--- src/dsm_pkg.sv ---
// Shared types and constants for the dot-star regex matcher.
package dsm_pkg;

  localparam logic [1:0] CMD_CLEAR   = 2'd0;
  localparam logic [1:0] CMD_APPEND  = 2'd1;
  localparam logic [1:0] CMD_SUBJECT = 2'd2;
  localparam logic [1:0] CMD_END     = 2'd3;

  localparam logic [7:0] CH_ANY  = 8'h2E;
  localparam logic [7:0] CH_STAR = 8'h2A;

  localparam logic [1:0] ST_OK        = 2'd0;
  localparam logic [1:0] ST_MALFORMED = 2'd1;
  localparam logic [1:0] ST_TOO_LONG  = 2'd2;

  typedef struct packed {
    logic       clear;    // empty the element table
    logic       restart;  // live set back to position zero
    logic       wr_char;  // store a literal in the first free element
    logic       wr_star;  // star the last stored element
    logic       step;     // advance the live set by one subject byte
    logic [7:0] ch;
  } cell_ctl_t;

endpackage

--- src/dsm_if.sv ---
// Valid/ready channel interfaces for pattern/subject input and match results.
interface dsm_in_if;
  logic       valid;
  logic       ready;
  logic [1:0] cmd;
  logic [7:0] data_char;

  modport source (output valid, output cmd, output data_char, input ready);
  modport sink (input valid, input cmd, input data_char, output ready);
endinterface

interface dsm_out_if;
  logic       valid;
  logic       ready;
  logic       matched;
  logic [1:0] status;

  modport source (output valid, output matched, output status, input ready);
  modport sink (input valid, input matched, input status, output ready);
endinterface

--- src/dot_star_regex_matcher_core.sv ---
// Top level: whole-string matcher for literal, '.' and '*' patterns.
//
// in_ch carries commands: clear pattern, append pattern byte, subject byte,
// end of subject. Each command is one transfer; the block takes one item
// every cycle, back to back, for every command, while no waiting result holds in_ch.ready low.
// Only end of subject produces a result on out_ch: matched and status
// (ok, malformed star, pattern too long). The result is registered and
// appears in the cycle after the end-of-subject transfer.
// Elements sit in a row of MAX_ELEMS cells; each cell holds one byte, its
// star mark and one live position bit. A subject byte updates every live bit
// at once: the closure over starred elements ripples along the row
// like a carry, then each cell hands its advance bit to its neighbor.
// The result sits in a single output register; in_ch.ready is low only
// while that register is full and out_ch.ready is low, so a stalled
// receiver stalls the input after one waiting result.
// After reset the pattern is empty, status ok and only position zero live;
// no clearing pass is needed.
module dot_star_regex_matcher_core #(
  parameter int MAX_ELEMS = 16
) (
  input  logic      clk,
  input  logic      rst_n,
  dsm_in_if.sink    in_ch,
  dsm_out_if.source out_ch
);

  dsm_pkg::cell_ctl_t   ctl_w;
  logic                 in_fire;
  logic [MAX_ELEMS:0]   carry_w;
  logic [MAX_ELEMS:0]   adv_w;
  logic [MAX_ELEMS+1:0] used_ext;
  logic [MAX_ELEMS-1:0] live_w;
  logic [MAX_ELEMS-1:0] hit_w;
  logic [MAX_ELEMS-1:0] lstar_w;
  logic                 tail_live_r, tail_live_nxt;
  logic                 tail_cl;
  logic                 tail_hit;
  logic                 empty_w;
  logic                 full_w;
  logic                 any_hit;
  logic [1:0]           status_r, status_nxt;
  logic                 out_valid_r, out_valid_nxt;
  logic                 out_matched_r, out_matched_nxt;
  logic [1:0]           out_status_r, out_status_nxt;
  logic                 st_ok;
  logic                 is_star;

  assign in_ch.ready    = ~out_valid_r | out_ch.ready;
  assign in_fire        = in_ch.valid & in_ch.ready;
  assign out_ch.valid   = out_valid_r;
  assign out_ch.matched = out_matched_r;
  assign out_ch.status  = out_status_r;

  assign carry_w[0]            = 1'b0;
  assign adv_w[0]              = 1'b0;
  assign used_ext[0]           = 1'b1;
  assign used_ext[MAX_ELEMS+1] = 1'b0;

  assign empty_w = ~used_ext[1];
  assign full_w  = used_ext[MAX_ELEMS];
  assign st_ok   = (status_r == dsm_pkg::ST_OK);
  assign is_star = (in_ch.data_char == dsm_pkg::CH_STAR);

  always_comb begin
    ctl_w = '0;
    ctl_w.ch = in_ch.data_char;
    if (in_fire) begin
      unique case (in_ch.cmd)
        dsm_pkg::CMD_CLEAR: begin
          ctl_w.clear   = 1'b1;
          ctl_w.restart = 1'b1;
        end
        dsm_pkg::CMD_APPEND: begin
          ctl_w.restart = 1'b1;
          ctl_w.wr_char = st_ok & ~is_star & ~full_w;
          ctl_w.wr_star = st_ok & is_star & ~empty_w & ~(|lstar_w);
        end
        dsm_pkg::CMD_SUBJECT: ctl_w.step = 1'b1;
        dsm_pkg::CMD_END: ctl_w.restart = 1'b1;
        default: ctl_w.restart = 1'b0;
      endcase
    end
  end

  for (genvar i = 0; i < MAX_ELEMS; i++) begin : g_cell
    dsm_cell u_cell (
      .clk       (clk),
      .rst_n     (rst_n),
      .ctl       (ctl_w),
      .head      (1'(i == 0)),
      .used_prev (used_ext[i]),
      .used_next (used_ext[i+2]),
      .carry_in  (carry_w[i]),
      .adv_in    (adv_w[i]),
      .carry_out (carry_w[i+1]),
      .adv_out   (adv_w[i+1]),
      .used      (used_ext[i+1]),
      .live      (live_w[i]),
      .hit       (hit_w[i]),
      .last_star (lstar_w[i])
    );
  end

  assign tail_cl  = tail_live_r | carry_w[MAX_ELEMS];
  assign tail_hit = tail_cl & used_ext[MAX_ELEMS];
  assign any_hit  = (|hit_w) | tail_hit;

  always_comb begin
    tail_live_nxt   = tail_live_r;
    status_nxt      = status_r;
    out_valid_nxt   = out_valid_r & ~out_ch.ready;
    out_matched_nxt = out_matched_r;
    out_status_nxt  = out_status_r;
    if (ctl_w.restart) begin
      tail_live_nxt = 1'b0;
    end else if (ctl_w.step) begin
      tail_live_nxt = adv_w[MAX_ELEMS];
    end
    if (in_fire) begin
      case (in_ch.cmd)
        dsm_pkg::CMD_CLEAR: status_nxt = dsm_pkg::ST_OK;
        dsm_pkg::CMD_APPEND: begin
          if (st_ok) begin
            if (is_star) begin
              if (empty_w || (|lstar_w)) status_nxt = dsm_pkg::ST_MALFORMED;
            end else if (full_w) begin
              status_nxt = dsm_pkg::ST_TOO_LONG;
            end
          end
        end
        dsm_pkg::CMD_END: begin
          out_valid_nxt   = 1'b1;
          out_matched_nxt = any_hit & st_ok;
          out_status_nxt  = status_r;
        end
        default: status_nxt = status_r;
      endcase
    end
  end

  always_ff @(posedge clk) begin
    if (!rst_n) begin
      tail_live_r <= 1'b0;
      status_r    <= dsm_pkg::ST_OK;
      out_valid_r <= 1'b0;
    end else begin
      tail_live_r <= tail_live_nxt;
      status_r    <= status_nxt;
      out_valid_r <= out_valid_nxt;
    end
    out_matched_r <= out_matched_nxt;
    out_status_r  <= out_status_nxt;
  end

`ifndef NO_ASSERTIONS
  a_rose_after_end: assert property (@(posedge clk) disable iff (!rst_n)
    $rose(out_valid_r) |-> $past(in_fire && (in_ch.cmd == dsm_pkg::CMD_END)))
    else $error("result without end-of-subject transfer");

  a_match_needs_ok: assert property (@(posedge clk) disable iff (!rst_n)
    (out_valid_r && out_matched_r) |-> (out_status_r == dsm_pkg::ST_OK))
    else $error("match reported with bad pattern status");

  a_used_packed: assert property (@(posedge clk) disable iff (!rst_n)
    ((used_ext[MAX_ELEMS:1] >> 1) & ~used_ext[MAX_ELEMS:1]) == '0)
    else $error("occupied elements not contiguous from zero");

  a_append_restarts: assert property (@(posedge clk) disable iff (!rst_n)
    (in_fire && (in_ch.cmd == dsm_pkg::CMD_APPEND))
      |=> (live_w == MAX_ELEMS'(1)) && !tail_live_r)
    else $error("pattern append did not restart the live set");
`endif

endmodule

--- src/dsm_cell.sv ---
// One pattern element: byte, star mark, occupancy and its live position bit.
module dsm_cell (
  input  logic              clk,
  input  logic              rst_n,
  input  dsm_pkg::cell_ctl_t ctl,
  input  logic              head,
  input  logic              used_prev,
  input  logic              used_next,
  input  logic              carry_in,
  input  logic              adv_in,
  output logic              carry_out,
  output logic              adv_out,
  output logic              used,
  output logic              live,
  output logic              hit,
  output logic              last_star
);

  logic       used_r, used_nxt;
  logic       star_r, star_nxt;
  logic       live_r, live_nxt;
  logic [7:0] char_r, char_nxt;
  logic       cl;
  logic       m;
  logic       slot;

  assign cl        = live_r | carry_in;
  assign carry_out = cl & star_r;
  assign m         = used_r & ((char_r == dsm_pkg::CH_ANY) || (char_r == ctl.ch));
  assign adv_out   = cl & m & ~star_r;
  assign slot      = used_prev & ~used_r;
  assign used      = used_r;
  assign live      = live_r;
  assign hit       = cl & used_prev & ~used_r;
  assign last_star = used_r & ~used_next & star_r;

  always_comb begin
    used_nxt = used_r;
    star_nxt = star_r;
    char_nxt = char_r;
    live_nxt = live_r;
    if (ctl.clear) begin
      used_nxt = 1'b0;
      star_nxt = 1'b0;
    end else if (ctl.wr_char && slot) begin
      used_nxt = 1'b1;
      star_nxt = 1'b0;
      char_nxt = ctl.ch;
    end else if (ctl.wr_star && used_r && !used_next) begin
      star_nxt = 1'b1;
    end
    if (ctl.restart) begin
      live_nxt = head;
    end else if (ctl.step) begin
      live_nxt = (cl & m & star_r) | adv_in;
    end
  end

  always_ff @(posedge clk) begin
    if (!rst_n) begin
      used_r <= 1'b0;
      star_r <= 1'b0;
      live_r <= head;
    end else begin
      used_r <= used_nxt;
      star_r <= star_nxt;
      live_r <= live_nxt;
    end
    char_r <= char_nxt;
  end

endmodule

--- src/flat_wrapper.sv ---
// flat-port wrapper written by rule: the top's interface ports become plain ports
module dot_star_regex_matcher_core_flat 
#(
  parameter int MAX_ELEMS = 16
)
  (clk, rst_n, in_ch_valid, in_ch_cmd, in_ch_data_char, in_ch_ready, out_ch_valid, out_ch_matched, out_ch_status, out_ch_ready);
  dsm_in_if in_ch_i ();
  dsm_out_if out_ch_i ();
  input  logic clk;
  input  logic rst_n;
  input wire logic [$bits(in_ch_i.valid)-1:0] in_ch_valid;
  input wire logic [$bits(in_ch_i.cmd)-1:0] in_ch_cmd;
  input wire logic [$bits(in_ch_i.data_char)-1:0] in_ch_data_char;
  output wire logic [$bits(in_ch_i.ready)-1:0] in_ch_ready;
  output wire logic [$bits(out_ch_i.valid)-1:0] out_ch_valid;
  output wire logic [$bits(out_ch_i.matched)-1:0] out_ch_matched;
  output wire logic [$bits(out_ch_i.status)-1:0] out_ch_status;
  input wire logic [$bits(out_ch_i.ready)-1:0] out_ch_ready;
  assign in_ch_i.valid = in_ch_valid;
  assign in_ch_i.cmd = in_ch_cmd;
  assign in_ch_i.data_char = in_ch_data_char;
  assign in_ch_ready = in_ch_i.ready;
  assign out_ch_valid = out_ch_i.valid;
  assign out_ch_matched = out_ch_i.matched;
  assign out_ch_status = out_ch_i.status;
  assign out_ch_i.ready = out_ch_ready;
  dot_star_regex_matcher_core #(.MAX_ELEMS(MAX_ELEMS)) u_core (.clk(clk), .rst_n(rst_n), .in_ch(in_ch_i), .out_ch(out_ch_i));
endmodule
--- config.mk ---
export PLATFORM = sky130hd
export DESIGN_NAME = dot_star_regex_matcher_core_flat
export DESIGN_NICKNAME = d
export VERILOG_FILES = /design/src/dsm_pkg.sv /design/src/dsm_if.sv /design/src/dot_star_regex_matcher_core.sv /design/src/dsm_cell.sv /design/src/flat_wrapper.sv
export SDC_FILE = /design/constraint.sdc
export NUM_CORES = 1
export LEC_CHECK = 0
export BUFFER_PORTS_ARGS = -buffer_cell sky130_fd_sc_hd__buf_4
export CAP_MARGIN = 20
export CORE_ASPECT_RATIO = 1.25
export CORE_MARGIN = 2
export CORE_UTILIZATION = 55
export CTS_CLUSTER_SIZE = 14
export DETAILED_ROUTE_END_ITERATION = 7
export PLACE_DENSITY = 0.77
export SLEW_MARGIN = 10
export SYNTH_ARGS = -nofsm -noshare
export SYNTH_HDL_FRONTEND = slang
export SYNTH_SLANG_ARGS = --single-unit
--- constraint.sdc ---
create_clock -name clk -period 6.2 [get_ports clk]
set_input_delay 0.62 -clock clk [delete_from_list [all_inputs] [get_ports clk]]
set_output_delay 0.62 -clock clk [all_outputs]
set_load 0.005 [all_outputs]
==> flow_summary.json <==
{
  "ys_async_sr_fraction": 0,
  "grt_pass1_vias": 5807,
  "timing.hold.ws_ps": 500,
  "start_kind": "flip-flop",
  "netlist_area_mm2": 0.00856,
  "layout.cells.non_filler": 964,
  "fin_crit_ps": 3040,
  "combPwrFrac": 0.055,
  "crit_path_end_kind": "flip-flop",
  "p_total_w": 0.00256,
  "finalMaxSlewViolations": 0,
  "fmax_mhz": 329,
  "via_per_inst": 6.09,
  "diodes": 0,
  "fin_worst_skew_ps": 14.6,
  "clock-sinks": 183,
  "cp.buffers_inverters": 0,
  "insertion_delay_ps": 430,
  "synth-edff-count": 131,
  "fp.dieW_um": 116,
  "wire_per_inst_um": 19.3,
  "finalCritPeriodShare": 0.491,
  "required_ps": 6280,
  "grt_pass1_wl_mm": 29.8,
  "synthFlopType": "edfxtp_1",
  "grt_use_total": 0.234,
  "path_cells": "nand2b_1 > and2_1 > nand2_1 > nor3_4 > and2_1",
  "synthesis.nets": 742,
  "worstPathMaxFanout": 25,
  "critPathKind": "flip-flop to flip-flop",
  "clockPowerShare": 0.427,
  "holdBufCountCts": 0,
  "core_area_mm2": 0.0154,
  "rows": 51,
  "drc": 0,
  "p_switching_w": 0.000585,
  "clockBufferDepth": 2,
  "status": "finished, final reports clean",
  "finalHoldViolations": 0,
  "h-tree-depth": 4,
  "slowest_delay_ps": 860,
  "critical_path_arrival_ps": 3130,
  "maxCapViolCount": 0,
  "area_growth_pct": 10.6,
  "syn_inst": 728,
  "cts_setup_buffers": 0,
  "p_int_w": 0.00198,
  "cts_buffers": 17,
  "cts_tree": "built",
  "port_buffers": 18,
  "hold_class": "input pin to flip-flop",
  "p_sw_frac": 0.228,
  "p_seq_frac": 0.518,
  "yosys_warnings": 0,
  "dp_cells": 930,
  "routed_wl_mm": 18.6,
  "clk_pin_slew_worst_paths_ps": 70,
  "synth_seq_area_share": 0.581,
  "cp_common_cell": "and2_1",
  "cellPowerDensity_mw_per_mm2": 271,
  "dp_hpwl_mm": 11.5,
  "postSynthAreaPerCell_um2": 11.8,
  "synth_cell_types": 63,
  "setup_viol": 0,
  "die_area_mm2": 0.0166,
  "yosys_register_bits": 183,
  "die_h_um": 143,
  "drt_iter0_drc": 522,
  "timing.setup.tns_ps": 0,
  "antenna_found_initial": 0,
  "grt_max_degree": 34,
  "gp_congestion": 0.902,
  "crit_family": "simple AND/OR/NAND/NOR gates",
  "ant_nets": 0,
  "cts_resized": 0,
  "slew_headroom": 0.258,
  "worst_pin_slew_ps": 1110,
  "grt_overflow": 0,
  "drive_above_1_share": 0.0918,
  "io_pins": 19,
  "vdd_drop_max_uv": 202,
  "crit_slowest_cell": "nor3_4",
  "nNetsFinal": 753,
  "leakage_nw": 2.89,
  "cts-root-buf": "clkbuf_16",
  "initial_core_util": 0.557,
  "rsz0062_at_grt": "no",
  "drtPass1Iterations": 5,
  "vias": 5873
}
[sequential cells by signal, indices dropped and copies added (netlist names)]
signal	cells
u_core.g_cell.u_cell.char_r	128
u_core.g_cell.u_cell.live	16
u_core.g_cell.u_cell.star_r	16
u_core.g_cell.u_cell.used	16
u_core.out_ch.status	2
u_core.status_r	2
u_core.out_ch.matched	1
u_core.out_ch.valid	1
u_core.tail_live_r	1
[worst paths after layout]
check	cells past startpoint	slack (ps)	from	end
max	5	3160	u_core.out_ch.valid	u_core.g_cell[6].u_cell.char_r[7]
min	2	500	rst_n	u_core.status_r[0]
max reg2reg	5	3160	u_core.out_ch.valid	u_core.g_cell[6].u_cell.char_r[7]
min reg2reg	2	500	u_core.tail_live_r	u_core.tail_live_r
[per-layer routing]
| metal | routed length (um) | GRT usage | vias up |
|---|---|---|---|
| met3 | 861 | 0.0460 | 38 |
| met2 | 9820 | 0.405 | 197 |
| met1 | 7490 | 0.282 | 2902 |
| met4 | 418 | 0.101 | 0 |
| li1 | - | - | 2736 |
| met5 | 0 | 0 | - |
[cells by family after synthesis]
family,after synthesis,synth area share
AND/OR/NAND/NOR,223,0.156
flip-flops,183,0.581
AO/OA/AOI/OAI,145,0.102
XOR/XNOR,128,0.131
buffers and inverters,45,0.0243
multiplexers,4,0.00482
[Yosys cell counts, types with 9 or more instances]
cell,count,share of area
nor4b_1,11,0.011
buf_2,13,0.0076
edfxtp_1,131,0.46
nand2_1,25,0.011
clkbuf_1,10,0.0044
a31oi_1,12,0.0088
inv_1,15,0.0066
nand3_1,10,0.0058
o21ai_0,34,0.020
and2_1,15,0.011
xor2_1,16,0.016
nor3_1,18,0.011
a21oi_1,48,0.028
nand4_1,45,0.033
nor2_1,31,0.014
dfxtp_1,52,0.12
nand4b_1,9,0.0092
xnor2_1,112,0.11
nor2b_1,24,0.018
[layout by cell type, fill, tap and decap left out, types with 4 or more instances in the layout]
master       n
edfxtp_1   131
xnor2_1    112
dfxtp_1     52
a21oi_1     48
nand4_1     45
o21ai_0     34
nor2_1      31
nand2_1     25
nor2b_1     24
buf_4       19
nor3_1      17
clkbuf_16   17
xor2_1      16
inv_1       15
and2_1      15
a31oi_1     12
nor4b_1     11
nand3_1     10
nand4b_1     9
nor4_1       6
nand2b_1     5
o211ai_1     5
a22oi_1      5
o22ai_1      5
inv_6        5
a21o_1       4
[per-stage QoR]
| step | util | area [um2] | worst slack, ps |
|---|---|---|---|
| 2_1_floorplan | - | 8560 | 3680 |
| 3_3_place_gp | 0.575 | 8850 | 2860 |
| 3_5_place_dp | 0.575 | 8850 | 2760 |
| 4_1_cts | 0.615 | 9460 | 3210 |
| 5_1_grt | 0.616 | 9470 | 2890 |
| 6_report | 0.616 | 9470 | 3160 |
[power groups by stage]
stage	registers, W	logic [W]	clock network, W
2_1_floorplan	0.00135	0.0000963	0
3_5_place_dp	0.00135	0.000141	0
4_1_cts	0.00133	0.000143	0.00111
6_report	0.00133	0.000142	0.00109
3_3_place_gp	0.00135	0.000137	0
5_1_grt	0.00133	0.000156	0.00116
[layout make-up]
cell class / instances / area [um2]
well taps: 212 / 265
repair buffers: 21 / 155
clock buffers: 17 / 425
flip-flops and latches: 183 / 4970
clock inverters: 15 / 184
multi-input cells: 500 / 3410
inverters: 16 / 60.1
fillers: 1157 / 5910
Note: power is estimated with default switching activity, not from simulation.
